**src/sv/lgs_pkg.sv**
```systemverilog
// Shared types, widths and codes for the LDA Gibbs topic sampler.
// No dependencies; every other file but lgs_div uses this package.
package lgs_pkg;

  localparam int MAX_TOPICS = 64;
  localparam int MAX_VOCAB  = 1024;

  localparam int TOPIC_W = $clog2(MAX_TOPICS);
  localparam int WORD_W  = $clog2(MAX_VOCAB);
  localparam int KCNT_W  = $clog2(MAX_TOPICS + 1);
  localparam int WTC_AW  = WORD_W + TOPIC_W;

  localparam int OPC_W   = 3;
  localparam int IN_TW   = 6;
  localparam int IN_WW   = 10;
  localparam int COUNT_W = 31;
  localparam int TOT_W   = 48;
  localparam int Q_W     = 32;
  localparam int TCFG_W  = 7;
  localparam int VCFG_W  = 11;
  localparam int CIDX_W  = 3;

  localparam logic [COUNT_W-1:0] COUNT_CEILING = 31'd2000000000;
  localparam logic [COUNT_W-1:0] MAX31 = '1;
  localparam logic [TOT_W-1:0]   MAX48 = '1;

  // input opcodes
  localparam logic [OPC_W-1:0] OP_LOAD_MODEL = 3'd0;
  localparam logic [OPC_W-1:0] OP_LOAD_DOC   = 3'd1;
  localparam logic [OPC_W-1:0] OP_SAMPLE     = 3'd2;
  localparam logic [OPC_W-1:0] OP_READ_DOC   = 3'd3;
  localparam logic [OPC_W-1:0] OP_READ_MODEL = 3'd4;

  // classified command kinds
  localparam logic [2:0] CK_NOP        = 3'd0;
  localparam logic [2:0] CK_ERR        = 3'd1;
  localparam logic [2:0] CK_LOAD_MODEL = 3'd2;
  localparam logic [2:0] CK_LOAD_DOC   = 3'd3;
  localparam logic [2:0] CK_SAMPLE     = 3'd4;
  localparam logic [2:0] CK_READ_DOC   = 3'd5;
  localparam logic [2:0] CK_READ_MODEL = 3'd6;

  // configuration register indexes
  localparam logic [CIDX_W-1:0] CFG_ALPHA  = 3'd0;
  localparam logic [CIDX_W-1:0] CFG_BETA   = 3'd1;
  localparam logic [CIDX_W-1:0] CFG_TOPICS = 3'd2;
  localparam logic [CIDX_W-1:0] CFG_VOCAB  = 3'd3;
  localparam logic [CIDX_W-1:0] CFG_TRAIN  = 3'd4;

  typedef struct packed {
    logic [2:0]         kind;
    logic [WORD_W-1:0]  word;
    logic [TOPIC_W-1:0] topic;
    logic [COUNT_W-1:0] value;
    logic [Q_W-1:0]     rnd;
    logic [KCNT_W-1:0]  kact;
  } cmd_t;

  typedef struct packed {
    logic [IN_TW-1:0]   new_topic;
    logic [COUNT_W-1:0] read_value;
    logic               ceiling_hit;
    logic               status;
  } res_t;

  typedef struct packed {
    logic [Q_W-1:0] alpha;
    logic [Q_W-1:0] beta;
    logic           train;
  } cfg_t;

endpackage

```
**src/sv/lgs_front.sv**
```systemverilog
// Front end: configuration registers, input acceptance and classification.
// Depends on lgs_pkg; feeds lgs_cmd_q.
module lgs_front (
  input  logic                        clk,
  input  logic                        rst_n,
  input  logic                        cfg_we,
  input  logic [lgs_pkg::CIDX_W-1:0]  cfg_index,
  input  logic [lgs_pkg::Q_W-1:0]     cfg_wdata,
  input  logic                        in_push,
  input  logic [lgs_pkg::OPC_W-1:0]   in_opcode,
  input  logic [lgs_pkg::IN_WW-1:0]   in_word_id,
  input  logic [lgs_pkg::IN_TW-1:0]   in_topic_in,
  input  logic [lgs_pkg::COUNT_W-1:0] in_load_value,
  input  logic [lgs_pkg::Q_W-1:0]     in_random_frac,
  input  logic                        q_full,
  input  logic                        clearing,
  output logic                        in_full,
  output logic                        cmd_push,
  output lgs_pkg::cmd_t               cmd,
  output lgs_pkg::cfg_t               cfg
);
  import lgs_pkg::*;

  logic [Q_W-1:0]    alpha_r, beta_r;
  logic [TCFG_W-1:0] tcount_r;
  logic [VCFG_W-1:0] vcount_r;
  logic              train_r;
  logic [KCNT_W-1:0] kact;
  logic [VCFG_W:0]   vact;
  logic              uses_word, bad_idx;

  always_ff @(posedge clk) begin
    if (!rst_n) begin
      alpha_r  <= 32'd65536;
      beta_r   <= 32'd65536;
      tcount_r <= 7'd64;
      vcount_r <= 11'd1024;
      train_r  <= 1'b1;
    end else if (cfg_we) begin
      case (cfg_index)
        CFG_ALPHA:  alpha_r  <= cfg_wdata;
        CFG_BETA:   beta_r   <= cfg_wdata;
        CFG_TOPICS: tcount_r <= cfg_wdata[TCFG_W-1:0];
        CFG_VOCAB:  vcount_r <= cfg_wdata[VCFG_W-1:0];
        CFG_TRAIN:  train_r  <= cfg_wdata[0];
        default: ;
      endcase
    end
  end

  // clamp the active topic and word counts
  always_comb begin
    if (tcount_r == '0) kact = KCNT_W'(1);
    else if (32'(tcount_r) > 32'(MAX_TOPICS)) kact = KCNT_W'(MAX_TOPICS);
    else kact = KCNT_W'(tcount_r);
    if (vcount_r == '0) vact = (VCFG_W+1)'(1);
    else if (32'(vcount_r) > 32'(MAX_VOCAB)) vact = (VCFG_W+1)'(MAX_VOCAB);
    else vact = (VCFG_W+1)'(vcount_r);
  end

  assign uses_word = (in_opcode == OP_LOAD_MODEL) || (in_opcode == OP_SAMPLE) ||
                     (in_opcode == OP_READ_MODEL);
  assign bad_idx = (32'(in_topic_in) >= 32'(kact)) ||
                   (uses_word && (32'(in_word_id) >= 32'(vact)));

  assign in_full  = q_full | clearing;
  assign cmd_push = in_push & ~in_full;

  always_comb begin
    cmd.word  = WORD_W'(in_word_id);
    cmd.topic = TOPIC_W'(in_topic_in);
    cmd.value = in_load_value;
    cmd.rnd   = in_random_frac;
    cmd.kact  = kact;
    if (in_opcode > OP_READ_MODEL) cmd.kind = CK_NOP;
    else if (bad_idx) cmd.kind = CK_ERR;
    else begin
      case (in_opcode)
        OP_LOAD_MODEL: cmd.kind = CK_LOAD_MODEL;
        OP_LOAD_DOC:   cmd.kind = CK_LOAD_DOC;
        OP_SAMPLE:     cmd.kind = CK_SAMPLE;
        OP_READ_DOC:   cmd.kind = CK_READ_DOC;
        OP_READ_MODEL: cmd.kind = CK_READ_MODEL;
        default:       cmd.kind = CK_NOP;
      endcase
    end
  end

  assign cfg.alpha = (alpha_r == '0) ? Q_W'(1) : alpha_r;
  assign cfg.beta  = (beta_r == '0) ? Q_W'(1) : beta_r;
  assign cfg.train = train_r;

endmodule

```
**config.mk**
```make
export PLATFORM = sky130hd
export DESIGN_NAME = lgs_front
export DESIGN_NICKNAME = d
export VERILOG_FILES = /design/src/sv/lgs_pkg.sv /design/src/sv/lgs_front.sv
export SDC_FILE = /design/constraint.sdc
export NUM_CORES = 1
export LEC_CHECK = 0
export CAP_MARGIN = 10
export CORE_AREA = 2 2 109 111
export CTS_CLUSTER_DIAMETER = 80
export DETAILED_ROUTE_END_ITERATION = 12
export DIE_AREA = 0 0 111 113
export DONT_BUFFER_PORTS = 1
export PLACE_DENSITY = 0.67
export SYNTH_ARGS = -nofsm -noshare
export SYNTH_HDL_FRONTEND = slang
export SYNTH_SLANG_ARGS = --single-unit
```
**constraint.sdc**
```tcl
create_clock -name clk -period 6.5 [get_ports clk]
set_clock_uncertainty 0.05 [all_clocks]
set_input_delay 1.625 -clock clk [delete_from_list [all_inputs] [get_ports clk]]
set_output_delay 1.625 -clock clk [all_outputs]
set_load 0.005 [all_outputs]
```
Yosys cells after proc, flatten, opt, wreduce, memory -nomap -nowiden

Cells that the tools add are included.
Widths: inputs -> output; s select.

Order comparisons: 5
Equality and inequality tests: 8
Mux-type cells: 9
Bitwise operators: 3
Reductions and logical operators: 15

Operators with widths:

| operator             | count |
|---|---|
| $logic_not 32->1     | 2 |
| $mux 32              | 2 |
| $mux 11              | 2 |
| $pmux 3 s5           | 1 |
| $mux 7               | 2 |
| $eq 3x2->1 const B   | 4 |
| $ge 10x12->1         | 1 |
| $gt 11x11->1 const B | 1 |
| $logic_not 11->1     | 1 |
| $reduce_and 2->1     | 5 |
| $ge 6x7->1           | 1 |
| $gt 7x7->1 const B   | 1 |
| $logic_not 7->1      | 1 |
| $eq 3x1->1 const B   | 2 |
| $eq 3x3->1 const B   | 2 |
| $logic_not 3->1      | 2 |
| $mux 3               | 2 |
| $gt 3x3->1 const B   | 1 |
| $logic_or 1x1->1     | 3 |
| $and 1x1->1          | 1 |
| $logic_and 1x1->1    | 1 |
| $not 1->1            | 1 |
| $or 1x1->1           | 1 |

Register bits: 83
Input port bits: 123
Output and inout bits: 156

Depth between registers and ports, before layout

Depth in word-level cells: 8
Depth in mapped cells: 10
Mapped depth without buffers: 10

Worst setup path before layout

Ideal clock, no wire load.

Path kind: input to output
Start point: in in_word_id[9] (netlist bit)
End point: out cmd[87] (netlist bit)
Arrival: 2,660 ps
Required time: 4,825 ps
Slack: 2,165 ps
Cell stages on the path: 6
Path buffers: 0
Cell sequence: ha_1 -> a21oi_1 -> o22ai_1 -> a21oi_1 -> o211ai_1 -> a211oi_1

RTL lines:

| item               | RTL line        | RTL |
|---|---|---|
| start: declaration | lgs_front.sv:11 | `input logic [lgs_pkg::IN_WW-1:0] in_word_id,` |
| end: declaration   | lgs_front.sv:19 | `output lgs_pkg::cmd_t cmd,` |

==> metrics.txt <==
Core Area between 10000 and 15000 sq um; leakage power approximately 1.6 nW; final worst setup slack 2029 ps; WL final between 10000 and 15000 um; via count 3226; Initial Util roughly two fifths; Slew Limit Fails 0; first-pass GRT wire length approximately 17000 um; switch share between 20% and 30%; CTS H-tree lvls 3; # hold bufs at CTS 0; ranking of synthesized cells by area dfxtp_1 (36%), buf_4 (13%), nand2_1 (13%); Final ANT Viol Nets 0; Final min period ~4500 ps; Synth Instances 610; Vias/cell approximately 5.4; CTS buffer count 9; CTS clk-pin slew, worst paths 60 ps; Post-Syn Nets 749; total global-route track usage between 10% and 20%; asr flop ratio synth 0%; layout cell share with drive strength beyond 1 5.011%; vias in the first global route between 3000 and 4000; ANT cells 0; routability cong. ~0.80; Initial DRC Count 140; pre-CTS WS between 2000 and 2500 ps; grt ovf 0; clock sink total 83; CTS root buf clkbuf_16; fmax ~220 MHz; post-synthesis sequential area ratio between 30% and 40%; Setup TNS Final 0 ps; # setup viols final 0; fin crit share 68.79%; Worst EP arrival between 2000 and 3000 ps; Most used DFF post-synth dfxtp_1; post-synthesis register bit count a little over 80; CTS tree yes; R2R setup slack roughly 5700 ps; Max Cap Viol 0; DP HPWL a little under 8000 um; post-synth top area share between 30% and 40%; reg2reg end alpha_r[14]$_SDFFE_PN0P_; die area approximately 13000 sq um; initial antenna violation count 0; CTS Buffer Depth 2; power density over cell area approximately 280 nW/um^2; drt wl/cell between 15 and 20 um; Placed Area 3874 sq um; TritonRoute pass-1 iters 4; Worst VDD drop between 100 and 150 uV; Final Hold Fails 0; Skew-Pair Late Insertion Delay between 300 and 400 ps; Util after Layout approximately 38%; Rows 39; Setup CP Type primary input to primary output; Hold Path Class register to register; Synth cell types 35; die height 113 um; drc violations 0; Avg Cell Area, Syn about 7.7 sq um; Final Cell Area around 4200 sq um; nature of the critical path endpoint primary output; Post-CTS Setup Bufs 0; Net Switching between 0.0002 and 0.00025 W; Ys Warns 0; IO Count around 280; critical path launch point type primary input; PortBufs 0; unrepaired setup endpoints after global routing no; crit path max fanout 2; Die Span X about 110 um; status completed; hold_sp alpha_r[0]$_SDFFE_PN0P_; r2r worst-path depth 2; nets just under 600; Rel. slew slack between 20% and 30%; worst-margin pin slew roughly 1200 ps; Setup crit end cmd[87]; Post-Synthesis Cell Area ~4700 sq um; Worst EP required roughly 4800 ps; internal power 0.0009339 W; Syn-to-layout area delta -9.548%; Post-CTS Resized 0; Clk pwr share about half; R2R Path Start alpha_r[14]$_SDFFE_PN0P_; largest net degree at the start of global routing 84; Crit. Startpoint in_word_id[9]; Sequential Power Share 45.2%; Yosys top cell by area dfxtp_1; EDFF count, synth 0; FILL cells 1154; Logic pwr share around 5.2%
-- cells by family after synthesis --
| kind of cell | count (synthesis) | share of synthesized area [%] |
|---|---|---|
| simple gates | 226 | 21.58 |
| buf+inv | 180 | 22.14 |
| compound gates | 97 | 14.76 |
| flops | 83 | 35.52 |
| fa+ha+maj | 16 | 4.279 |
| mux | 8 | 1.712 |
-- how the worst min path moves through the flow --
stage | end | cells past startpoint | slack, ps
6_report | alpha_r[0]$_SDFFE_PN0P_ | 2 | 430
5_1_grt | beta_r[28]$_SDFFE_PN0P_ | 2 | 460
4_1_cts | vcount_r[5]$_SDFFE_PN0P_ | 2 | 430
3_5_place_dp | vcount_r[5]$_SDFFE_PN0P_ | 2 | 420
3_3_place_gp | beta_r[0]$_SDFFE_PN0P_ | 2 | 410
2_1_floorplan | beta_r[0]$_SDFFE_PN0P_ | 2 | 390
-- synth_stat cells (6+ instances only) --
cell type / n
dfxtp_1: 83
nor2b_1: 9
nand2_1: 160
inv_1: 10
a21boi_0: 31
nor4_1: 17
clkbuf_1: 73
a21oi_1: 10
nor2_1: 6
buf_4: 83
nand3_1: 6
mux2i_1: 8
a21boi_1: 41
nand2b_1: 11
buf_2: 9
ha_1: 16
-- registers in the layout (all words and copies together) (netlist names) --
| signal | count |
|---|---|
| train_r | 1 |
| alpha_r | 32 |
| beta_r | 32 |
| vcount_r | 11 |
| tcount_r | 7 |
-- worst max-delay path, cell delays in order --
cell	delay, ps
ha_1	320
a21oi_1	150
o22ai_1	90
a21oi_1	170
o211ai_1	150
a211oi_1	280
-- power groups by stage --
stage               Combinational, W  Sequential, W  Clock (W)
finish                     0.0000612       0.000531   0.000583
global route               0.0000698       0.000533   0.000622
CTS                        0.0000619       0.000532   0.000599
detailed placement         0.0000619       0.000543          0
global placement           0.0000591       0.000542          0
floorplan                   0.000103       0.000537          0
-- layout by cell type (no fill, tap or decap), drive strengths merged, types with 3 or more instances in the layout --
cell type	instances
ha	16
bufinv	3
nand2b	11
a21boi	72
mux2i	8
nand2	160
dfxtp	83
nor3	3
nor2b	10
nor2	8
inv	10
nor4	17
buf	3
nand3	6
o21ai	5
a21oi	10
clkbuf	11
nand4	5
-- cell type report --
| class | count | area (sq um) | area share, % |
|---|---|---|---|
| inverters | 10 | 37.54 | 0.8870 |
| clock inverters | 5 | 100.1 | 2.365 |
| well taps | 143 | 178.9 | 4.228 |
| clock buffers | 11 | 242.7 | 5.736 |
| multi-input cells | 347 | 1981 | 46.81 |
| repair buffers | 3 | 30.03 | 0.7096 |
| flip-flops and latches | 83 | 1662 | 39.27 |
-- stage by stage --
step | cells | power (W) | hold slack [ps]
after floorplan | 610 | 0.0006401 | 394.3
after global placement | 585 | 0.0006016 | 410.5
after detailed placement | 585 | 0.0006047 | 423.8
after CTS | 601 | 0.001192 | 432.4
after global routing | 602 | 0.001224 | 455.5
final | 602 | 0.001176 | 434.2
-- metal layers --
layer,track usage (%),share of wire [%]
met5,0,0
met4,6.917,2.3
met3,7.820,10
met2,28.55,47
met1,19.11,41
(Power assumes the default switching activity.)
