`src/sv/lgs_pkg.sv`:
```
// Shared types, widths and codes for the LDA Gibbs topic sampler.
// No dependencies; every other file but lgs_div uses this package.
package lgs_pkg;

  localparam int MAX_TOPICS = 64;
  localparam int MAX_VOCAB  = 1024;

  localparam int TOPIC_W = $clog2(MAX_TOPICS);
  localparam int WORD_W  = $clog2(MAX_VOCAB);
  localparam int KCNT_W  = $clog2(MAX_TOPICS + 1);
  localparam int WTC_AW  = WORD_W + TOPIC_W;

  localparam int OPC_W   = 3;
  localparam int IN_TW   = 6;
  localparam int IN_WW   = 10;
  localparam int COUNT_W = 31;
  localparam int TOT_W   = 48;
  localparam int Q_W     = 32;
  localparam int TCFG_W  = 7;
  localparam int VCFG_W  = 11;
  localparam int CIDX_W  = 3;

  localparam logic [COUNT_W-1:0] COUNT_CEILING = 31'd2000000000;
  localparam logic [COUNT_W-1:0] MAX31 = '1;
  localparam logic [TOT_W-1:0]   MAX48 = '1;

  // input opcodes
  localparam logic [OPC_W-1:0] OP_LOAD_MODEL = 3'd0;
  localparam logic [OPC_W-1:0] OP_LOAD_DOC   = 3'd1;
  localparam logic [OPC_W-1:0] OP_SAMPLE     = 3'd2;
  localparam logic [OPC_W-1:0] OP_READ_DOC   = 3'd3;
  localparam logic [OPC_W-1:0] OP_READ_MODEL = 3'd4;

  // classified command kinds
  localparam logic [2:0] CK_NOP        = 3'd0;
  localparam logic [2:0] CK_ERR        = 3'd1;
  localparam logic [2:0] CK_LOAD_MODEL = 3'd2;
  localparam logic [2:0] CK_LOAD_DOC   = 3'd3;
  localparam logic [2:0] CK_SAMPLE     = 3'd4;
  localparam logic [2:0] CK_READ_DOC   = 3'd5;
  localparam logic [2:0] CK_READ_MODEL = 3'd6;

  // configuration register indexes
  localparam logic [CIDX_W-1:0] CFG_ALPHA  = 3'd0;
  localparam logic [CIDX_W-1:0] CFG_BETA   = 3'd1;
  localparam logic [CIDX_W-1:0] CFG_TOPICS = 3'd2;
  localparam logic [CIDX_W-1:0] CFG_VOCAB  = 3'd3;
  localparam logic [CIDX_W-1:0] CFG_TRAIN  = 3'd4;

  typedef struct packed {
    logic [2:0]         kind;
    logic [WORD_W-1:0]  word;
    logic [TOPIC_W-1:0] topic;
    logic [COUNT_W-1:0] value;
    logic [Q_W-1:0]     rnd;
    logic [KCNT_W-1:0]  kact;
  } cmd_t;

  typedef struct packed {
    logic [IN_TW-1:0]   new_topic;
    logic [COUNT_W-1:0] read_value;
    logic               ceiling_hit;
    logic               status;
  } res_t;

  typedef struct packed {
    logic [Q_W-1:0] alpha;
    logic [Q_W-1:0] beta;
    logic           train;
  } cfg_t;

endpackage

```
`src/sv/lgs_res_q.sv`:
```
// Two-entry result queue in front of the result ports.
// Depends on lgs_pkg for res_t.
module lgs_res_q (
  input  logic          clk,
  input  logic          rst_n,
  input  logic          push,
  input  lgs_pkg::res_t din,
  input  logic          pop,
  output lgs_pkg::res_t dout,
  output logic          full,
  output logic          empty
);
  import lgs_pkg::*;

  res_t       ent_r [2];
  logic       wp_r, rp_r;
  logic [1:0] cnt_r;
  logic       do_push, do_pop;

  assign full    = (cnt_r == 2'd2);
  assign empty   = (cnt_r == 2'd0);
  assign do_push = push & ~full;
  assign do_pop  = pop & ~empty;
  assign dout    = ent_r[rp_r];

  always_ff @(posedge clk) begin
    if (!rst_n) begin
      wp_r  <= 1'b0;
      rp_r  <= 1'b0;
      cnt_r <= 2'd0;
    end else begin
      if (do_push) wp_r <= ~wp_r;
      if (do_pop) rp_r <= ~rp_r;
      cnt_r <= cnt_r + {1'b0, do_push} - {1'b0, do_pop};
    end
    if (do_push) ent_r[wp_r] <= din;
  end

endmodule

```
`config.mk`:
```
export PLATFORM = sky130hd
export DESIGN_NAME = lgs_res_q
export DESIGN_NICKNAME = d
export VERILOG_FILES = /design/src/sv/lgs_pkg.sv /design/src/sv/lgs_res_q.sv
export SDC_FILE = /design/constraint.sdc
export NUM_CORES = 1
export LEC_CHECK = 0
export BUFFER_PORTS_ARGS = -buffer_cell sky130_fd_sc_hd__buf_2
export CORE_MARGIN = 2
export CORE_UTILIZATION = 35
export DETAILED_ROUTE_END_ITERATION = 10
export SLEW_MARGIN = 30
export SYNTH_ARGS = -nofsm -noshare
export SYNTH_HDL_FRONTEND = slang
export SYNTH_SLANG_ARGS = --single-unit
```
`constraint.sdc`:
```
create_clock -name clk -period 3.2 [get_ports clk]
set_clock_uncertainty 0.05 [all_clocks]
set_input_delay 0.32 -clock clk [delete_from_list [all_inputs] [get_ports clk]]
set_output_delay 0.32 -clock clk [all_outputs]
set_load 0.1 [all_outputs]
```
* Word level (Yosys, flattened, before mapping)
Memories as Yosys holds them, arrays and structs flattened. A register that Yosys moved wholly into a read port is not among the register bits.
Index checks and enable logic that the tools add are counted.
** Storage, ports and cells
- Register bits after elaboration :: 4
- Bits in writable memories :: 78
- Bits of input ports :: 43
- Output and inout port bits :: 41
- Logic and storage cells :: 18
- Memories :: 1
** Cells by class
- Add/sub/neg operators :: 2
- Equal/unequal tests :: 1
- Muxes and demuxes :: 4
- Bitwise logic cells :: 6
- Reduce and logical (&&, ||, !) cells :: 1
** Memory list
- ent_r :: depth 2, width 39, read ports 1, clocked after Yosys merged registers in 1, write ports 1, RTL line lgs_res_q.sv:15 : res_t ent_r [2];
** Operators with widths (number)
- $mux W1 :: 4
- $not A1 Y1 :: 4
- $add A2 B1 Y2 :: 1
- $and A1 B1 Y1 :: 2
- $eq A2 B2 Y1 const B :: 1
- $logic_not A2 Y1 :: 1
- $sub A2 B1 Y2 :: 1

* Logic depth before layout (Yosys ltp)
Gate-level depths: netlist of run 1.
- Depth after elaboration :: 5
- Gate-level depth with buffers :: 8
- Depth with buffers taken out :: 8

* Least setup slack after synthesis of run 1
No wires, ideal clock.
- Kind :: register -> register
- From :: register cnt_r[0]
- To :: memory ent_r[0][0] (netlist name), enable pin
- Setup time :: 435 ps
- Arrival time :: 2234 ps
- Setup slack :: 481 ps
- Stages on the path, launching flop included :: 4
- Period minus slack after synthesis :: 2719 ps
- Cell sequence :: dfxtp_1 > nand2b_1 > nand2_1 > nor2_1
** On the way
- Word-level cells in the longest chain between the ends :: 5
** RTL lines
- start, declared :: RTL line lgs_res_q.sv:17 : logic [1:0] cnt_r;
- start signal, assigned :: RTL line lgs_res_q.sv:34 : cnt_r <= cnt_r + {1'b0, do_push} - {1'b0, do_pop};
- $eq A2 B2 Y1 :: RTL line lgs_res_q.sv:20 : assign full = (cnt_r == 2'd2);
- $not A1 Y1 :: RTL line lgs_res_q.sv:22 : assign do_push = push & ~full;
- $and A1 B1 Y1 :: RTL line lgs_res_q.sv:22
- $mux W1 :: RTL line lgs_res_q.sv:36 : if (do_push) ent_r[wp_r] <= din;
- $mux W1 (not written as such) :: RTL line lgs_res_q.sv:36
- end, declared :: RTL line lgs_res_q.sv:15
Every way passes these cells.

==> impl_metrics.json, run 1 <==
{
  "portBuffers": 83,
  "cp.arrival_ns": 2.11,
  "synthesis.area_um2": 3094,
  "fmax_mhz": 402.5,
  "grt-ovfl-total": 0,
  "cts_buffers": 9,
  "path_max_fanout": 24,
  "cts_max_path_buffers": 2,
  "crit_end": "dout[4]",
  "core_um2": 8636,
  "gp_congestion": 0.6720,
  "worst_slack_ns": 0.7156,
  "drc_errors": 0,
  "grt_first_pass_wirelength_um": 7907,
  "slowest_stage": "dfxtp_2",
  "worst_setup_path_start_kind": "flop",
  "yosys_most_used_dff": "edfxtp_1",
  "dr.pass1.iters": 4,
  "cap_violations": 0,
  "post_cts_resized": 0,
  "cts_hold_buf": 0,
  "synth_fp_nets": 193,
  "grt_max_degree": 40,
  "ys_ff_latch": 83,
  "htreeDepth": 3,
  "slew_viol_final": 0,
  "synth-seq-area-share_pct": 78.93,
  "grt_pass1_vias": 1615,
  "drive_above_1_share_pct": 58.13,
  "dp_hpwl_um": 3342,
  "vias": 1575,
  "cts.sinks": 83,
  "yosys.cell_types.count": 19,
  "synth_area_per_cell_um2": 20.91,
  "layout.nets": 286,
  "finalSetupTns_ns": 0,
  "wl_per_cell_um": 14.56,
  "fill_cells": 783,
  "tritoncts": "done",
  "grt_busiest_layer": "met2",
  "grt_use_met1_pct": 13.12,
  "grt_usage_pct": 11.09,
  "max_stage_delay_ns": 0.72,
  "antenna_found_initial": 0,
  "worst-slew-pin-transition_ns": 0.6005,
  "clk_pin_slew_ns": 0.09,
  "vias_per_cell": 4.449,
  "rsz0062_at_grt": "false",
  "r2r-end": "ent_r[0][34]$_DFFE_PP_",
  "gr-usage-met2_pct": 17.02,
  "max-slew-margin-rel_pct": 59.97,
  "routed_wl_um": 5153,
  "ff_latch_area_um2": 2444,
  "die-area_um2": 9609,
  "drtIter0Drc": 55,
  "final_area_um2": 3831,
  "yosysWarnings": 0,
  "ant_nets": 0,
  "ctsRootBufferMaster": "clkbuf_8",
  "final_util_pct": 44.36,
  "fin_crit_ns": 2.484,
  "clk_latency_ns": 0.34,
  "min_path_type": "in -> reg",
  "required_ns": 2.83,
  "use_met3_pct": 4.438,
  "worstSetupPathType": "reg -> out",
  "rows": 34,
  "pre_cts_slack_ns": 1.030,
  "placed_area_um2": 3636,
  "critPathCaptureType": "output port",
  "period_share_pct": 77.64,
  "initial_core_util_pct": 35.83,
  "hold_viol_final": 0,
  "num_antenna_cells": 0,
  "r2r_start": "cnt_r[0]$_SDFF_PN0_",
  "synth_edf_count": 78,
  "finalSetupViolCount": 0,
  "syn_to_final_growth_pct": 23.82,
  "r2r_setup_slack_ns": 1.34,
  "postCtsSetupBuffers": 0,
  "top_level_ports": 84,
  "die_h_um": 98.03,
  "dieWidth_um": 98.03,
  "r2r_cells": 4,
  "synthCells": 148,
  "outcome": "completed",
  "multi_input_area_um2": 611.8,
  "synth-async-reset-ratio_pct": 0,
  "cp_cell_sequence": "buf_4, mux2_2, buf_2"
}
worst min path at each step:
| stage | endpoint | cells past startpoint | slack [ns] | startpoint |
|---|---|---|---|---|
| final | ent_r[0][21]$_DFFE_PP_ | 1 | 0.10 | din[21] |
| after global routing | ent_r[0][26]$_DFFE_PP_ | 1 | 0.08 | din[26] |
| after CTS | ent_r[1][23]$_DFFE_PP_ | 1 | 0.08 | din[23] |
| after detailed placement | rp_r$_SDFFE_PN0P_ | 2 | 0.45 | rp_r$_SDFFE_PN0P_ |
| after global placement | rp_r$_SDFFE_PN0P_ | 2 | 0.44 | rp_r$_SDFFE_PN0P_ |
| after floorplan | ent_r[0][0]$_DFFE_PP_ | 0 | 0.37 | din[0] |
sequential cells by signal (all words and copies together) (netlist names), named ones only:
register	count
cnt_r	2
wp_r	1
rp_r	1
ent_r	78
layer usage:
metal  part of all wire [%]  wire (um)  up-vias
met5                      0          0        -
met4                    1.6         84        0
met3                    7.2        371        6
met2                     47       2407       58
met1                     44       2291      760
li1                       -          -      751
cell usage after synthesis (2+ instances only):
cell / count / area (um^2)
edfxtp_1: 78 / 2342
mux2_2: 29 / 326.6
mux2_4: 10 / 150.1
dfxtp_1: 5 / 100.1
nor2_1: 5 / 18.77
inv_1: 3 / 11.26
and2_1: 2 / 12.51
buf_4: 2 / 15.01
ha_1: 2 / 25.02
nand2_1: 2 / 7.510
nand2b_1: 2 / 12.51
cells in the final DEF (no fill, tap or decap), types with 2 or more instances in the layout:
master,n
buf_2,83
edfxtp_1,78
mux2_2,29
mux2_4,10
clkbuf_8,9
nor2_1,4
dfxtp_1,4
inv_1,3
buf_4,3
nand2b_1,2
nand2_1,2
and2_1,2
ha_1,2
clkinv_2,2
clkinvlp_4,2
critical path, delay by kind of cell (launching register included):
family                 cells  cell delay, ns
multiplexers               1            0.38
buffers and inverters      2            0.67
flip-flops                 1            0.72
layout make-up:
type / count / share of cell area, %
well taps: 108 / 3.527
multi-input cells: 58 / 15.97
inverters: 3 / 0.2939
clock inverters: 6 / 1.666
clock buffers: 10 / 3.331
flip-flops and latches: 83 / 63.78
repair buffers: 86 / 11.43
cell families after synthesis:
group                      after synthesis  share of synthesized area, %
DFF                                     83                         78.93
muxes                                   40                         15.73
and+or+nand+nor                         13                         2.022
buffers and inverters                    7                         1.698
xor gates and xnor gates                 2                        0.5662
adders and majority gates                2                        0.8086
AOI/OAI and AO/OA                        1                        0.2427
per-stage QoR:
stage	hold slack, ns	std cells
finish	0.1037	354
global route	0.08150	354
CTS	0.08371	354
detailed placement	0.4525	338
global placement	0.4436	338
floorplan	0.3689	148
Power of run 1 is left out: the tool's default activity adds up to more than one toggle a clock period on the data nets, which glitch-free logic cannot reach.
==> inputs of run 2 (changes only) <==
Settings changed: ABC_AREA set to 1.
Clock period 3.2 ns to 2.05 ns, I/O delays scaled along.
==> run 2 against run 1 <==
Synthesized area is 0.44% higher; die area grew 0.43%; first-iteration DRC count shrank 24%; synthesized cell count grew 7.4%; via count rose by 13%; non-clock buffer count up 39.
==> impl_metrics.json, run 2 <==
{
  "drtIter0Drc": 42,
  "grt_first_pass_wirelength_um": 8355,
  "top_register": "ent_r",
  "leakagePower_uw": 0.001652,
  "num_antenna_cells": 0,
  "vias_per_cell": 4.408,
  "die_h_um": 98.24,
  "drc_errors": 0,
  "pre_cts_slack_ns": 0.3247,
  "yosysTopAreaCell": "edfxtp_1",
  "core_um2": 8678,
  "antenna_found_initial": 0,
  "yosysWarnings": 0,
  "ant_nets": 0,
  "cts_buffers": 9,
  "yosys_most_used_dff": "edfxtp_1",
  "fmax_mhz": 535.4,
  "post_cts_resized": 0,
  "synth-seq-area-share_pct": 78.58,
  "gp_congestion": 0.6869,
  "outcome": "completed",
  "synth_common_cells": "78 x edfxtp_1, 29 x mux2_2, 10 x mux2_4, 9 x inv_1, 9 x nand2_1",
  "rows": 34,
  "cts_max_path_buffers": 2,
  "synth_top_area_share_pct": 75.36,
  "critPathCaptureType": "output port",
  "required_ns": 1.79,
  "hold_viol_final": 0,
  "synth_fp_nets": 204,
  "synthesis.area_um2": 3108,
  "period_share_pct": 91.10,
  "tritoncts": "done",
  "ctsRootBufferMaster": "clkbuf_8",
  "fill_cells": 800,
  "synth_edf_count": 78,
  "clk_pin_slew_ns": 0.07,
  "vias": 1772,
  "wl_per_cell_um": 12.77,
  "powerDensity_nw_per_um2": 1487,
  "ys_ff_latch": 83,
  "cap_violations": 0,
  "die-area_um2": 9650,
  "routed_wl_um": 5133,
  "dp_hpwl_um": 3283,
  "rsz0062_at_grt": "false",
  "portBuffers": 83,
  "clk_latency_ns": 0.34,
  "finalSetupTns_ns": 0,
  "synth_most_common_cell": "edfxtp_1",
  "synthCells": 159,
  "worstSetupPathType": "reg -> out",
  "slew_viol_final": 0,
  "top_regs": "ent_r x78, cnt_r x2",
  "fin_crit_ns": 1.868,
  "initial_core_util_pct": 35.81,
  "grt-ovfl-total": 0,
  "synth-async-reset-ratio_pct": 0,
  "yosys.cell_types.count": 13,
  "r2r_cells": 10,
  "grt_usage_pct": 11.28,
  "path_max_fanout": 39,
  "final_common_cell": "buf_2",
  "synth_area_per_cell_um2": 19.55,
  "syn_to_final_growth_pct": 36.72,
  "dr.pass1.iters": 4,
  "grt_max_degree": 40,
  "worst_slack_ns": 0.1824,
  "top_level_ports": 84,
  "drive_above_1_share_pct": 48.64,
  "final_cell_mix": "83 x buf_2, 78 x edfxtp_1, 38 x dlygate4sd3_1",
  "min_path_type": "in -> reg",
  "worst-slew-pin-transition_ns": 0.4941,
  "grt_pass1_vias": 1866,
  "finalSetupViolCount": 0,
  "dieWidth_um": 98.24,
  "cp.arrival_ns": 1.61,
  "max-slew-margin-rel_pct": 67.28,
  "yosys-top-cells-area": "edfxtp_1 75%, mux2_2 11%, mux2_4 4.8%",
  "min_path_cells": 1,
  "cts.sinks": 83,
  "ir_worst_vdd_mv": 1.042,
  "layout.nets": 336,
  "worst_setup_path_start_kind": "flop",
  "largest_reg_flops": 78,
  "htreeDepth": 3
}
-- run 2: cell types whose count changed after synthesis, sizes merged, moves of 3 or more --
cell   previous run  this run
inv               3         9
nand2             2         9
nand3             0         3
nor2              5         8
-- run 2: layout make-up --
| type | instances | area [um^2] | share of cell area (%) |
|---|---|---|---|
| flip-flops and latches | 83 | 2444 | 57.51 |
| multi-input cells | 63 | 605.6 | 14.25 |
| repair buffers | 125 | 850.8 | 20.02 |
| clock buffers | 9 | 123.9 | 2.915 |
| clock inverters | 5 | 56.30 | 1.325 |
| well taps | 108 | 135.1 | 3.180 |
| inverters | 9 | 33.78 | 0.7951 |
-- run 2: worst max-delay path: stages (launching register included) --
cell     delay [ns]
dfxtp_2        0.34
buf_12         0.23
mux2_2         0.37
buf_2          0.29
-- run 2: routing by layer --
layer	global-route usage, %	wire (um)	vias up
met3	4.009	347	7
met5	0	0	-
li1	-	-	858
met4	5.901	76	0
met1	12.76	2111	844
met2	18.81	2598	63
-- run 2: logic make-up (layout without fill, tap and decap cells) --
group | Yosys count | in the layout | synth area share, %
compound gates | 2 | 2 | 0.3221
fa+ha+maj | 2 | 2 | 0.8050
buf+inv | 13 | 148 | 2.415
flops | 83 | 83 | 78.58
mux | 39 | 39 | 15.34
simple gates | 20 | 20 | 2.536
-- run 2: path summary, 6_finish.rpt --
check / startpoint / end / slack, ns
setup / recovery: flop / dout[3] / 0.18
setup reg to reg: cnt_r[0]$_SDFF_PN0_ / cnt_r[1]$_SDFF_PN0_ / 0.33
hold / removal: din[22] / ent_r[0][22]$_DFFE_PP_ / 0.02
hold reg to reg: rp_r$_SDFFE_PN0P_ / flop / 0.46
-- run 2: timing repair --
item / 4_1_cts / 5_1_grt
endpoints found under the hold margin: 69 / 4
setup buffers: 0 / 0
hold buffers: 36 / 2
-- run 2: stage by stage --
| step | total power (uW) | hold WS, ns | std cells | area, um^2 | utilization, % |
|---|---|---|---|---|---|
| 3_3_place_gp | 5234 | 0.3421 | 350 | 3689 | 42.50 |
| 5_1_grt | 6574 | 0.004328 | 402 | 4249 | 48.96 |
| 2_1_floorplan | 4832 | 0.2485 | 159 | 3123 | - |
| 4_1_cts | 6409 | 0.0007823 | 400 | 4229 | 48.73 |
| 6_report | 6318 | 0.02206 | 402 | 4249 | 48.96 |
| 3_5_place_dp | 5262 | 0.3463 | 350 | 3689 | 42.50 |
-- run 2: power breakdown --
| part | switching [uW] | leakage [uW] | internal, uW |
|---|---|---|---|
| Sequential | 76.4 | 0.000770 | 2150 |
| Clock | 533 | 0.0000809 | 545 |
| Combinational | 2390 | 0.000801 | 627 |
No activity file was read; power rests on OpenSTA's default activity.
