--- src/sv/lgs_pkg.sv ---
// Shared types, widths and codes for the LDA Gibbs topic sampler.
// No dependencies; every other file but lgs_div uses this package.
package lgs_pkg;

  localparam int MAX_TOPICS = 64;
  localparam int MAX_VOCAB  = 1024;

  localparam int TOPIC_W = $clog2(MAX_TOPICS);
  localparam int WORD_W  = $clog2(MAX_VOCAB);
  localparam int KCNT_W  = $clog2(MAX_TOPICS + 1);
  localparam int WTC_AW  = WORD_W + TOPIC_W;

  localparam int OPC_W   = 3;
  localparam int IN_TW   = 6;
  localparam int IN_WW   = 10;
  localparam int COUNT_W = 31;
  localparam int TOT_W   = 48;
  localparam int Q_W     = 32;
  localparam int TCFG_W  = 7;
  localparam int VCFG_W  = 11;
  localparam int CIDX_W  = 3;

  localparam logic [COUNT_W-1:0] COUNT_CEILING = 31'd2000000000;
  localparam logic [COUNT_W-1:0] MAX31 = '1;
  localparam logic [TOT_W-1:0]   MAX48 = '1;

  // input opcodes
  localparam logic [OPC_W-1:0] OP_LOAD_MODEL = 3'd0;
  localparam logic [OPC_W-1:0] OP_LOAD_DOC   = 3'd1;
  localparam logic [OPC_W-1:0] OP_SAMPLE     = 3'd2;
  localparam logic [OPC_W-1:0] OP_READ_DOC   = 3'd3;
  localparam logic [OPC_W-1:0] OP_READ_MODEL = 3'd4;

  // classified command kinds
  localparam logic [2:0] CK_NOP        = 3'd0;
  localparam logic [2:0] CK_ERR        = 3'd1;
  localparam logic [2:0] CK_LOAD_MODEL = 3'd2;
  localparam logic [2:0] CK_LOAD_DOC   = 3'd3;
  localparam logic [2:0] CK_SAMPLE     = 3'd4;
  localparam logic [2:0] CK_READ_DOC   = 3'd5;
  localparam logic [2:0] CK_READ_MODEL = 3'd6;

  // configuration register indexes
  localparam logic [CIDX_W-1:0] CFG_ALPHA  = 3'd0;
  localparam logic [CIDX_W-1:0] CFG_BETA   = 3'd1;
  localparam logic [CIDX_W-1:0] CFG_TOPICS = 3'd2;
  localparam logic [CIDX_W-1:0] CFG_VOCAB  = 3'd3;
  localparam logic [CIDX_W-1:0] CFG_TRAIN  = 3'd4;

  typedef struct packed {
    logic [2:0]         kind;
    logic [WORD_W-1:0]  word;
    logic [TOPIC_W-1:0] topic;
    logic [COUNT_W-1:0] value;
    logic [Q_W-1:0]     rnd;
    logic [KCNT_W-1:0]  kact;
  } cmd_t;

  typedef struct packed {
    logic [IN_TW-1:0]   new_topic;
    logic [COUNT_W-1:0] read_value;
    logic               ceiling_hit;
    logic               status;
  } res_t;

  typedef struct packed {
    logic [Q_W-1:0] alpha;
    logic [Q_W-1:0] beta;
    logic           train;
  } cfg_t;

endpackage

--- src/sv/lgs_cmd_q.sv ---
// Two-entry command queue between the front end and the back end.
// Depends on lgs_pkg for cmd_t.
module lgs_cmd_q (
  input  logic          clk,
  input  logic          rst_n,
  input  logic          push,
  input  lgs_pkg::cmd_t din,
  input  logic          pop,
  output lgs_pkg::cmd_t dout,
  output logic          full,
  output logic          empty
);
  import lgs_pkg::*;

  cmd_t       ent_r [2];
  logic       wp_r, rp_r;
  logic [1:0] cnt_r;
  logic       do_push, do_pop;

  assign full    = (cnt_r == 2'd2);
  assign empty   = (cnt_r == 2'd0);
  assign do_push = push & ~full;
  assign do_pop  = pop & ~empty;
  assign dout    = ent_r[rp_r];

  always_ff @(posedge clk) begin
    if (!rst_n) begin
      wp_r  <= 1'b0;
      rp_r  <= 1'b0;
      cnt_r <= 2'd0;
    end else begin
      if (do_push) wp_r <= ~wp_r;
      if (do_pop) rp_r <= ~rp_r;
      cnt_r <= cnt_r + {1'b0, do_push} - {1'b0, do_pop};
    end
    if (do_push) ent_r[wp_r] <= din;
  end

endmodule

--- config.mk ---
export PLATFORM = sky130hd
export DESIGN_NAME = lgs_cmd_q
export DESIGN_NICKNAME = d
export VERILOG_FILES = /design/src/sv/lgs_pkg.sv /design/src/sv/lgs_cmd_q.sv
export SDC_FILE = /design/constraint.sdc
export NUM_CORES = 1
export LEC_CHECK = 0
export BUFFER_PORTS_ARGS = -buffer_cell sky130_fd_sc_hd__buf_2
export CORE_MARGIN = 8
export CORE_UTILIZATION = 36
export CTS_BUF_LIST = sky130_fd_sc_hd__clkbuf_8
export DETAILED_ROUTE_END_ITERATION = 16
export PLACE_DENSITY = 0.56
export RECOVER_POWER = 50
export SLEW_MARGIN = 20
export SYNTH_ARGS = -nofsm -noshare
export SYNTH_HDL_FRONTEND = slang
export SYNTH_SLANG_ARGS = --single-unit
--- constraint.sdc ---
create_clock -name clk -period 6 [get_ports clk]
set_input_delay 0.6 -clock clk [delete_from_list [all_inputs] [get_ports clk]]
set_output_delay 0.6 -clock clk [all_outputs]
set_load 0.01 [all_outputs]
Word level (Yosys, flattened, before mapping)
Memories as Yosys holds them, arrays and structs flattened. A register that Yosys moved wholly into a read port is not among the register bits.
Index checks and enable logic that the tools add are counted.
- add/subtract/negate cells: 2
- equal/unequal tests: 1
- multiplexer cells: 4
- bitwise gates (word level): 6
- reductions and logical operators: 1
- operator list (operator ; count):
    1-bit two-way mux ; 4
    1-bit inverter ; 4
    2-bit by 1-bit adder with 2-bit output ; 1
    1-bit bitwise AND ; 2
    2-bit == test, second input constant ; 1
    2-bit logical NOT ; 1
    2-bit by 1-bit subtractor with 2-bit output ; 1
- flip-flop bits (word level): 4
- RAM bits: 178
- bits of input ports: 93
- memories: 1
- memories (name ; words ; width ; read ports ; clocked after Yosys merged registers in ; wr ports ; line ; text):
    ent_r ; 2 ; 89 ; 1 ; 1 ; 1 ; lgs_cmd_q.sv:15 ; cmd_t ent_r [2];

Longest topological paths before layout
Gate-level depths: netlist of the first run.
- word-level depth: 5
- mapped depth: 8
- gate-level depth less buffers: 8

Worst setup path after synthesis of the first run
No wires, ideal clock.
- kind: in2reg
- from: input push
- to: memory ent_r[0][0] in the netlist's numbering, enable pin
- setup time: 537 ps
- data arrival time: 4402 ps
- data required time: 5463 ps
- slack: 1060 ps
- cell stages on the path: 2
- buffers on the path: 0
- cell sequence: nand2_1 > nor2_1
- cells in the longest elaborated chain, start to end: 3
- ends and longest elaborated chain (item ; line ; text):
    from (decl) ; lgs_cmd_q.sv:6 ; input logic push,
    1-bit bitwise AND ; lgs_cmd_q.sv:22 ; assign do_push = push & ~full;
    1-bit two-way mux ; lgs_cmd_q.sv:36 ; if (do_push) ent_r[wp_r] <= din;
    1-bit two-way mux (implied by the code) ; lgs_cmd_q.sv:36 ;
    to (decl) ; lgs_cmd_q.sv:15 ;
No other way between the ends.

Final worst setup path of the first run
- from: register cnt_r[0]
- to: memory ent_r[1][84] in the netlist's numbering, enable pin
- cells in the longest elaborated chain, start to end: 5
- ends and longest elaborated chain (item ; line ; text):
    from (decl) ; lgs_cmd_q.sv:17 ; logic [1:0] cnt_r;
    from (signal assigned) ; lgs_cmd_q.sv:34 ; cnt_r <= cnt_r + {1'b0, do_push} - {1'b0, do_pop};
    2-bit == test ; lgs_cmd_q.sv:20 ; assign full = (cnt_r == 2'd2);
    1-bit inverter ; lgs_cmd_q.sv:22 ;
    1-bit bitwise AND ; lgs_cmd_q.sv:22 ;
    1-bit two-way mux ; lgs_cmd_q.sv:36 ;
    1-bit two-way mux (implied by the code) ; lgs_cmd_q.sv:36 ;
No other way between the ends.

==> run summary, run 1 <==
post-route ant nets - 0
Mapped Area - 6690 sq um
XOR/XNOR share of the synthesized area - 0.262%
# DRC - 0
Final nets - 594
# rows - 50
die area - 23200 sq um
ys async rst share - 0%
RSZ-0062 raised after global routing - no
register area share after synthesis - 81.4%
Pre-antenna DRT Iters - 4
pwr dens - 415 nW/um^2
commonest cells in the netlist - 178 x edfxtp_1, 79 x mux2_2, 10 x mux2_4, 7 x buf_2
initial DRC count - 155
CTS tree - built
die height - 152 um
status - complete, but fails checks
CP Class - reg2reg
failing checks - capacitance limit, slew limit
final hold violations - 0
initial antenna violation count - 1
IO Pins - 184
Yosys cell types - 18
Top FF cell, synth - edfxtp_1
crit path launch - cnt_r[0]
WP data arrival - 3.42 ns
flops & latches, synth - 183
vias per cell - 4.55
setup tns final - 0 ns
core area - 18500 sq um
first-pass GRT wire length - 21200 um
Routed WL - 13500 um
top-count cell post-synth - edfxtp_1
f_max - 0.295 GHz
Post-CTS Hold Buffers - 0
Overflow after GRT - 0
initial core utilization - 36.2%
routed len/inst - 18.1 um
Area contributors post-synth - edfxtp_1 80%, mux2_2 13%, mux2_4 2.2%, dfxtp_1 1.5%, buf_2 0.52%
Slew @ Worst Pin - 1.83 ns
Clock Sinks - 183
Synth Net Count - 399
LEAKAGE - 2.92 nW
Crit path largest cell delay - 1.46 ns
critical path capture point type - register
Worst Hold End - ent_r[1][54]
CP startpoint kind - register
share of cells above drive strength 1 - 49.9%
Area Growth Syn to Fin - 21.6%
Reg clk slew, reported paths - 0.09 ns
I/O Buffers - 183
Synth area leader - edfxtp_1
Overall Global Routing Usage - 11.9%
Post-Syn Area per Cell - 22.0 sq um
post-synthesis mux area share - 15.7%
hold-critical path depth - 1
Synth Area in Adders - 0.374%
Post-Syn Instances - 304
Worst VDD drop - 0.186 mV
clock buffer depth - 2
Synth Area in Simple Gates - 0.935%
Final Critical Period - 3.39 ns
Max-cap violations - 2
setup repair bufs after CTS - 0
vias in the first global route - 3853
Slew Limit Headroom - -21.7%
hold wc startpoint - din[54]
r2r startpoint - cnt_r[0]
Worst-Skew Late Latency - 0.44 ns
Yosys Warn Count - 0
Die Span X - 152 um
final setup fails - 0
Compound-Gate Fraction of Synth Area - 0.112%
r2r setup slk - 2.61 ns
Design Power - 0.00337 W
via count - 3393
ANT cells - 0
H-tree levels - 4
largest family of logic cells by synthesized area - multiplexers
Worst EP required - 6.04 ns
Tcrit/Tclk final - 56.5%
routability cong. - 0.696
CP max FO - 68
number of synthesized flops with an enable pin - 178
Worst R2R End - ent_r[1][84]
Final Max Tran Viols - 89
post-CTS sizing - 0
Post-DP HPWL - 9180 um
TritonCTS Buffers - 17
worst path bufs/invs - 1
Cell Chain, Critical Path - nand2b_1 -> and3_1 -> clkbuf_2
largest net degree at the start of global routing - 72
worst hold-check path type - in2reg
top-area cell type share of the netlist area - 79.9%
r2r worst-path depth - 3
slowest cell on the critical path - clkbuf_2
clk_skew - 0.0126 ns
CTS root buf - clkbuf_8
crit-path leading delay family - buffers and inverters
## routing by layer
metal | global-route usage [%] | share of wire, % | vias to the layer above
met5 | 0 | 0.074 | -
met4 | 5.05 | 1.2 | 2
met3 | 4.76 | 7.9 | 14
met2 | 20.1 | 50 | 120
met1 | 13.0 | 41 | 1676
li1 | - | - | 1581
## report_power, final
group          total [W]  leakage [nW]  internal (W)  switching [W]
Sequential       0.00175          1.70       0.00165      0.0000928
Combinational   0.000891          1.05      0.000421       0.000470
Clock           0.000737         0.172      0.000321       0.000416
## through the flow
stage                     util (%)  setup WS [ns]  instance area (sq um)  hold slack [ns]  cells
after floorplan                  -           1.06                   6690            0.455    304
after global placement        42.6           3.35                   7870            0.493    714
after detailed placement      42.6           3.34                   7870            0.504    714
after CTS                     44.5           2.83                   8210            0.288    745
after global routing          44.1           2.32                   8130            0.297    745
final                         44.1           2.61                   8130            0.338    745
## sequential cells by signal (all words and copies together) (netlist names), named ones only
register,count
wp_r,1
rp_r,1
cnt_r,2
ent_r,178
## placed cells by master, fill, tap and decap left out
cell / Yosys / final
and2_0: 0 / 2
and3_1: 1 / 1
buf_2: 7 / 135
buf_4: 0 / 2
bufinv_16: 0 / 1
clkbuf_1: 0 / 48
clkbuf_2: 0 / 1
clkbuf_8: 0 / 17
clkinv_1: 0 / 3
clkinv_2: 0 / 3
clkinvlp_4: 0 / 3
dfxtp_1: 5 / 4
dfxtp_4: 0 / 1
edfxtp_1: 178 / 178
ha_1: 2 / 2
inv_1: 3 / 4
inv_6: 0 / 3
mux2_2: 79 / 79
mux2_4: 10 / 10
mux2i_1: 1 / 1
nand2_1: 2 / 2
nand2b_1: 2 / 2
nor2_1: 5 / 5
nor3_1: 1 / 1
o21a_1: 1 / 1
xnor2_1: 1 / 1
xor2_1: 1 / 1
## worst max-delay path by stage
stage | end | slack [ns] | cells after the start
after floorplan | ent_r[0][0] | 1.06 | 2
after global placement | ent_r[0][12] | 3.35 | 4
after detailed placement | ent_r[0][30] | 3.34 | 4
after CTS | dout[16] | 2.83 | 3
after global routing | ent_r[1][82] | 2.32 | 3
final | ent_r[1][84] | 2.61 | 3
## area by class of cell
| cell class | count | area (sq um) |
|---|---|---|
| Fill cell | 1672 | 10300 |
| Sequential cell | 183 | 5450 |
| Multi-Input combinational cell | 108 | 1160 |
| Timing Repair Buffer | 186 | 876 |
| Tap cell | 234 | 293 |
| Clock buffer | 17 | 234 |
| Clock inverter | 14 | 109 |
| Inverter | 3 | 11.3 |
## cells by family (layout without fill, tap and decap cells)
group,Yosys count,after routing
AO/OA/AOI/OAI,1,1
XOR/XNOR,2,2
adder cells (fa/ha/maj),2,2
buffers and inverters,13,220
flip-flops,183,183
multiplexers,90,90
AND/OR/NAND/NOR,13,13
## worst reg2reg max path: stages (launching register included)
cell      delay [ns]
dfxtp_1         0.38
nand2b_1        0.16
and3_1          0.91
clkbuf_2        1.46
Note: power is estimated with default switching activity, not from simulation.
==> inputs of run 2 (changes only) <==
--- a/config.mk
+++ b/config.mk
@@ -5,12 +5,13 @@
 export SDC_FILE = /design/constraint.sdc
 export NUM_CORES = 1
 export LEC_CHECK = 0
+export ABC_AREA = 1
 export BUFFER_PORTS_ARGS = -buffer_cell sky130_fd_sc_hd__buf_2
 export CORE_MARGIN = 8
 export CORE_UTILIZATION = 36
 export CTS_BUF_LIST = sky130_fd_sc_hd__clkbuf_8
 export DETAILED_ROUTE_END_ITERATION = 16
-export PLACE_DENSITY = 0.56
+export PLACE_DENSITY = 0.59
 export RECOVER_POWER = 50
 export SLEW_MARGIN = 20
 export SYNTH_ARGS = -nofsm -noshare
==> constraint.sdc (replaced) <==
create_clock -name clk -period 2.9 [get_ports clk]
set_input_delay 0.29 -clock clk [delete_from_list [all_inputs] [get_ports clk]]
set_output_delay 0.29 -clock clk [all_outputs]
set_load 0.01 [all_outputs]
==> run summary, run 2 <==
IO Pins - 184
# DRC - 0
# rows - 50
flops & latches, synth - 183
Slew @ Worst Pin - 0.990 ns
pwr dens - 792 nW/um^2
Design Power - 0.00696 W
fin util - 47.6%
Die Span X - 152 um
leading cell type in the layout, fill and taps excluded - edfxtp_1
largest net degree at the start of global routing - 54
setup tns final - 0 ns
Largest Register - ent_r
Overflow after GRT - 0
Final nets - 662
share of cells above drive strength 1 - 41.7%
via count - 3647
Synth area leader - edfxtp_1
top-area cell type share of the netlist area - 79.8%
initial DRC count - 122
crit-path leading delay family - buffers and inverters
Reg clk slew, reported paths - 0.09 ns
Worst-Skew Late Latency - 0.44 ns
Clk network pwr share - 25.0%
CP startpoint kind - register
routability cong. - 0.686
worst hold-check path type - in2reg
placed cell areas - 7930 sq um
most frequent cells in the layout - 178 x edfxtp_1, 114 x buf_2, 79 x mux2_2
routed len/inst - 16.7 um
ys async rst share - 0%
clock buffer depth - 2
Top FF cell, synth - edfxtp_1
top-count cell post-synth - edfxtp_1
register area share after synthesis - 81.3%
die area - 23200 sq um
critical path capture point type - output pin
Largest register FFs - 178
Worst EP required - 2.61 ns
TritonCTS Buffers - 17
final setup fails - 0
Yosys Warn Count - 0
Tcrit/Tclk final - 74.6%
CP Class - reg2out
CP max FO - 25
Overall Global Routing Usage - 11.9%
first-pass GRT wire length - 21800 um
vias per cell - 4.48
Pre-antenna DRT Iters - 4
Crit path largest cell delay - 0.51 ns
number of synthesized flops with an enable pin - 178
Pint - 0.00502 W
switching part of the total power - 27.9%
final hold violations - 0
Area Growth Syn to Fin - 31.1%
initial antenna violation count - 0
Worst VDD drop - 0.323 mV
Area contributors post-synth - edfxtp_1 80%, mux2_2 13%, mux2_4 2.2%, dfxtp_1 1.5%, buf_2 0.52%
Top Registers - ent_r x178, cnt_r x2
Post-DP HPWL - 9080 um
Post-Syn Area per Cell - 21.3 sq um
I/O Buffers - 183
LEAKAGE - 3.17 nW
status - finished, final reports clean
commonest cells in the netlist - 178 x edfxtp_1, 79 x mux2_2, 10 x mux2_4, 9 x inv_1, 9 x nand2_1
die height - 152 um
sequential share of power - 49.8%
Clock Sinks - 183
Final Max Tran Viols - 0
Post-Syn Instances - 315
CTS root buf - clkbuf_8
Synth Net Count - 410
WP data arrival - 1.87 ns
Psw - 0.00194 W
clk_skew - 0.00790 ns
Max-cap violations - 0
post-route ant nets - 0
Routed WL - 13600 um
ANT cells - 0
Mapped Area - 6700 sq um
f_max - 0.462 GHz
RSZ-0062 raised after global routing - no
Logic pwr share - 25.1%
post-route setup slack - 0.737 ns
vias in the first global route - 4170
worst path bufs/invs - 2
final instance area - 8790 sq um
Slew Limit Headroom - 34.0%
core area - 18500 sq um
Yosys cell types - 12
slowest cell on the critical path - dfxtp_4
Place WS - 1.11 ns
Cell Chain, Critical Path - buf_4 -> mux2_2 -> buf_2
Final Critical Period - 2.16 ns
initial core utilization - 36.3%
H-tree levels - 4
CTS tree - built
==> run 2: changes by cell type after synthesis, moves of 2 or more <==
cell	delta
nor2_1	+3
nand2_1	+7
and2_1	-2
a21oi_1	+2
nand3_1	+3
nand2b_1	-2
inv_1	+6
==> run 2: repair_timing <==
item | CTS | global route
hold buffers | 54 | 0
buffers inserted | 0 | 0
hold endpoints to repair | 107 | 0
gates resized for setup | 0 | 0
==> run 2: metal layers <==
| layer | up-vias | GRT usage, % | share of wire [%] |
|---|---|---|---|
| met5 | - | 0 | 0 |
| met4 | 0 | 5.09 | 1.7 |
| li1 | 1727 | - | - |
| met1 | 1782 | 13.0 | 40 |
| met3 | 19 | 4.62 | 7.3 |
| met2 | 119 | 20.5 | 51 |
==> run 2: final timing paths <==
check             startpoint           end  cells past startpoint  slack, ns
hold reg to reg         rp_r          rp_r                      2       0.51
setup / recovery    register       dout[7]                      3       0.74
setup reg to reg    cnt_r[0]   ent_r[0][1]                      5       0.97
hold / removal       din[20]  ent_r[1][20]                      1       0.04
==> run 2: cell type report <==
type | count | area, sq um
Fill cell | 1572 | 9670
Sequential cell | 183 | 5450
Timing Repair Buffer | 243 | 1440
Multi-Input combinational cell | 113 | 1160
Tap cell | 234 | 293
Clock buffer | 17 | 234
Clock inverter | 15 | 175
Inverter | 9 | 36.3
==> run 2: stage by stage <==
step	hold slack, ns	cells
5_1_grt	0.000491	814
3_3_place_gp	0.477	728
2_1_floorplan	0.383	315
4_1_cts	0.0000561	814
3_5_place_dp	0.481	728
6_report	0.0423	814
==> run 2: cell families (layout without fill, tap and decap cells) <==
kind of cell	count (synthesis)	count (layout)	synth area share [%]
compound gates	2	2	0.149
fa+ha+maj	2	2	0.373
buf+inv	19	284	1.53
flops	183	183	81.3
mux	89	89	15.5
simple gates	20	20	1.18
==> run 2: worst reg2reg max path, delay by kind of cell, from the launching register on <==
family	cells	cell delay, ns
buffers and inverters	2	0.81
DFF	1	0.38
and+or+nand+nor	3	0.34
==> run 2: power groups by stage <==
stage | sequential, W | combinational [W] | clock (W)
2_1_floorplan | 0.00349 | 0.00110 | 0
3_3_place_gp | 0.00351 | 0.00173 | 0
3_5_place_dp | 0.00353 | 0.00175 | 0
4_1_cts | 0.00347 | 0.00181 | 0.00181
5_1_grt | 0.00351 | 0.00190 | 0.00191
6_report | 0.00347 | 0.00175 | 0.00174
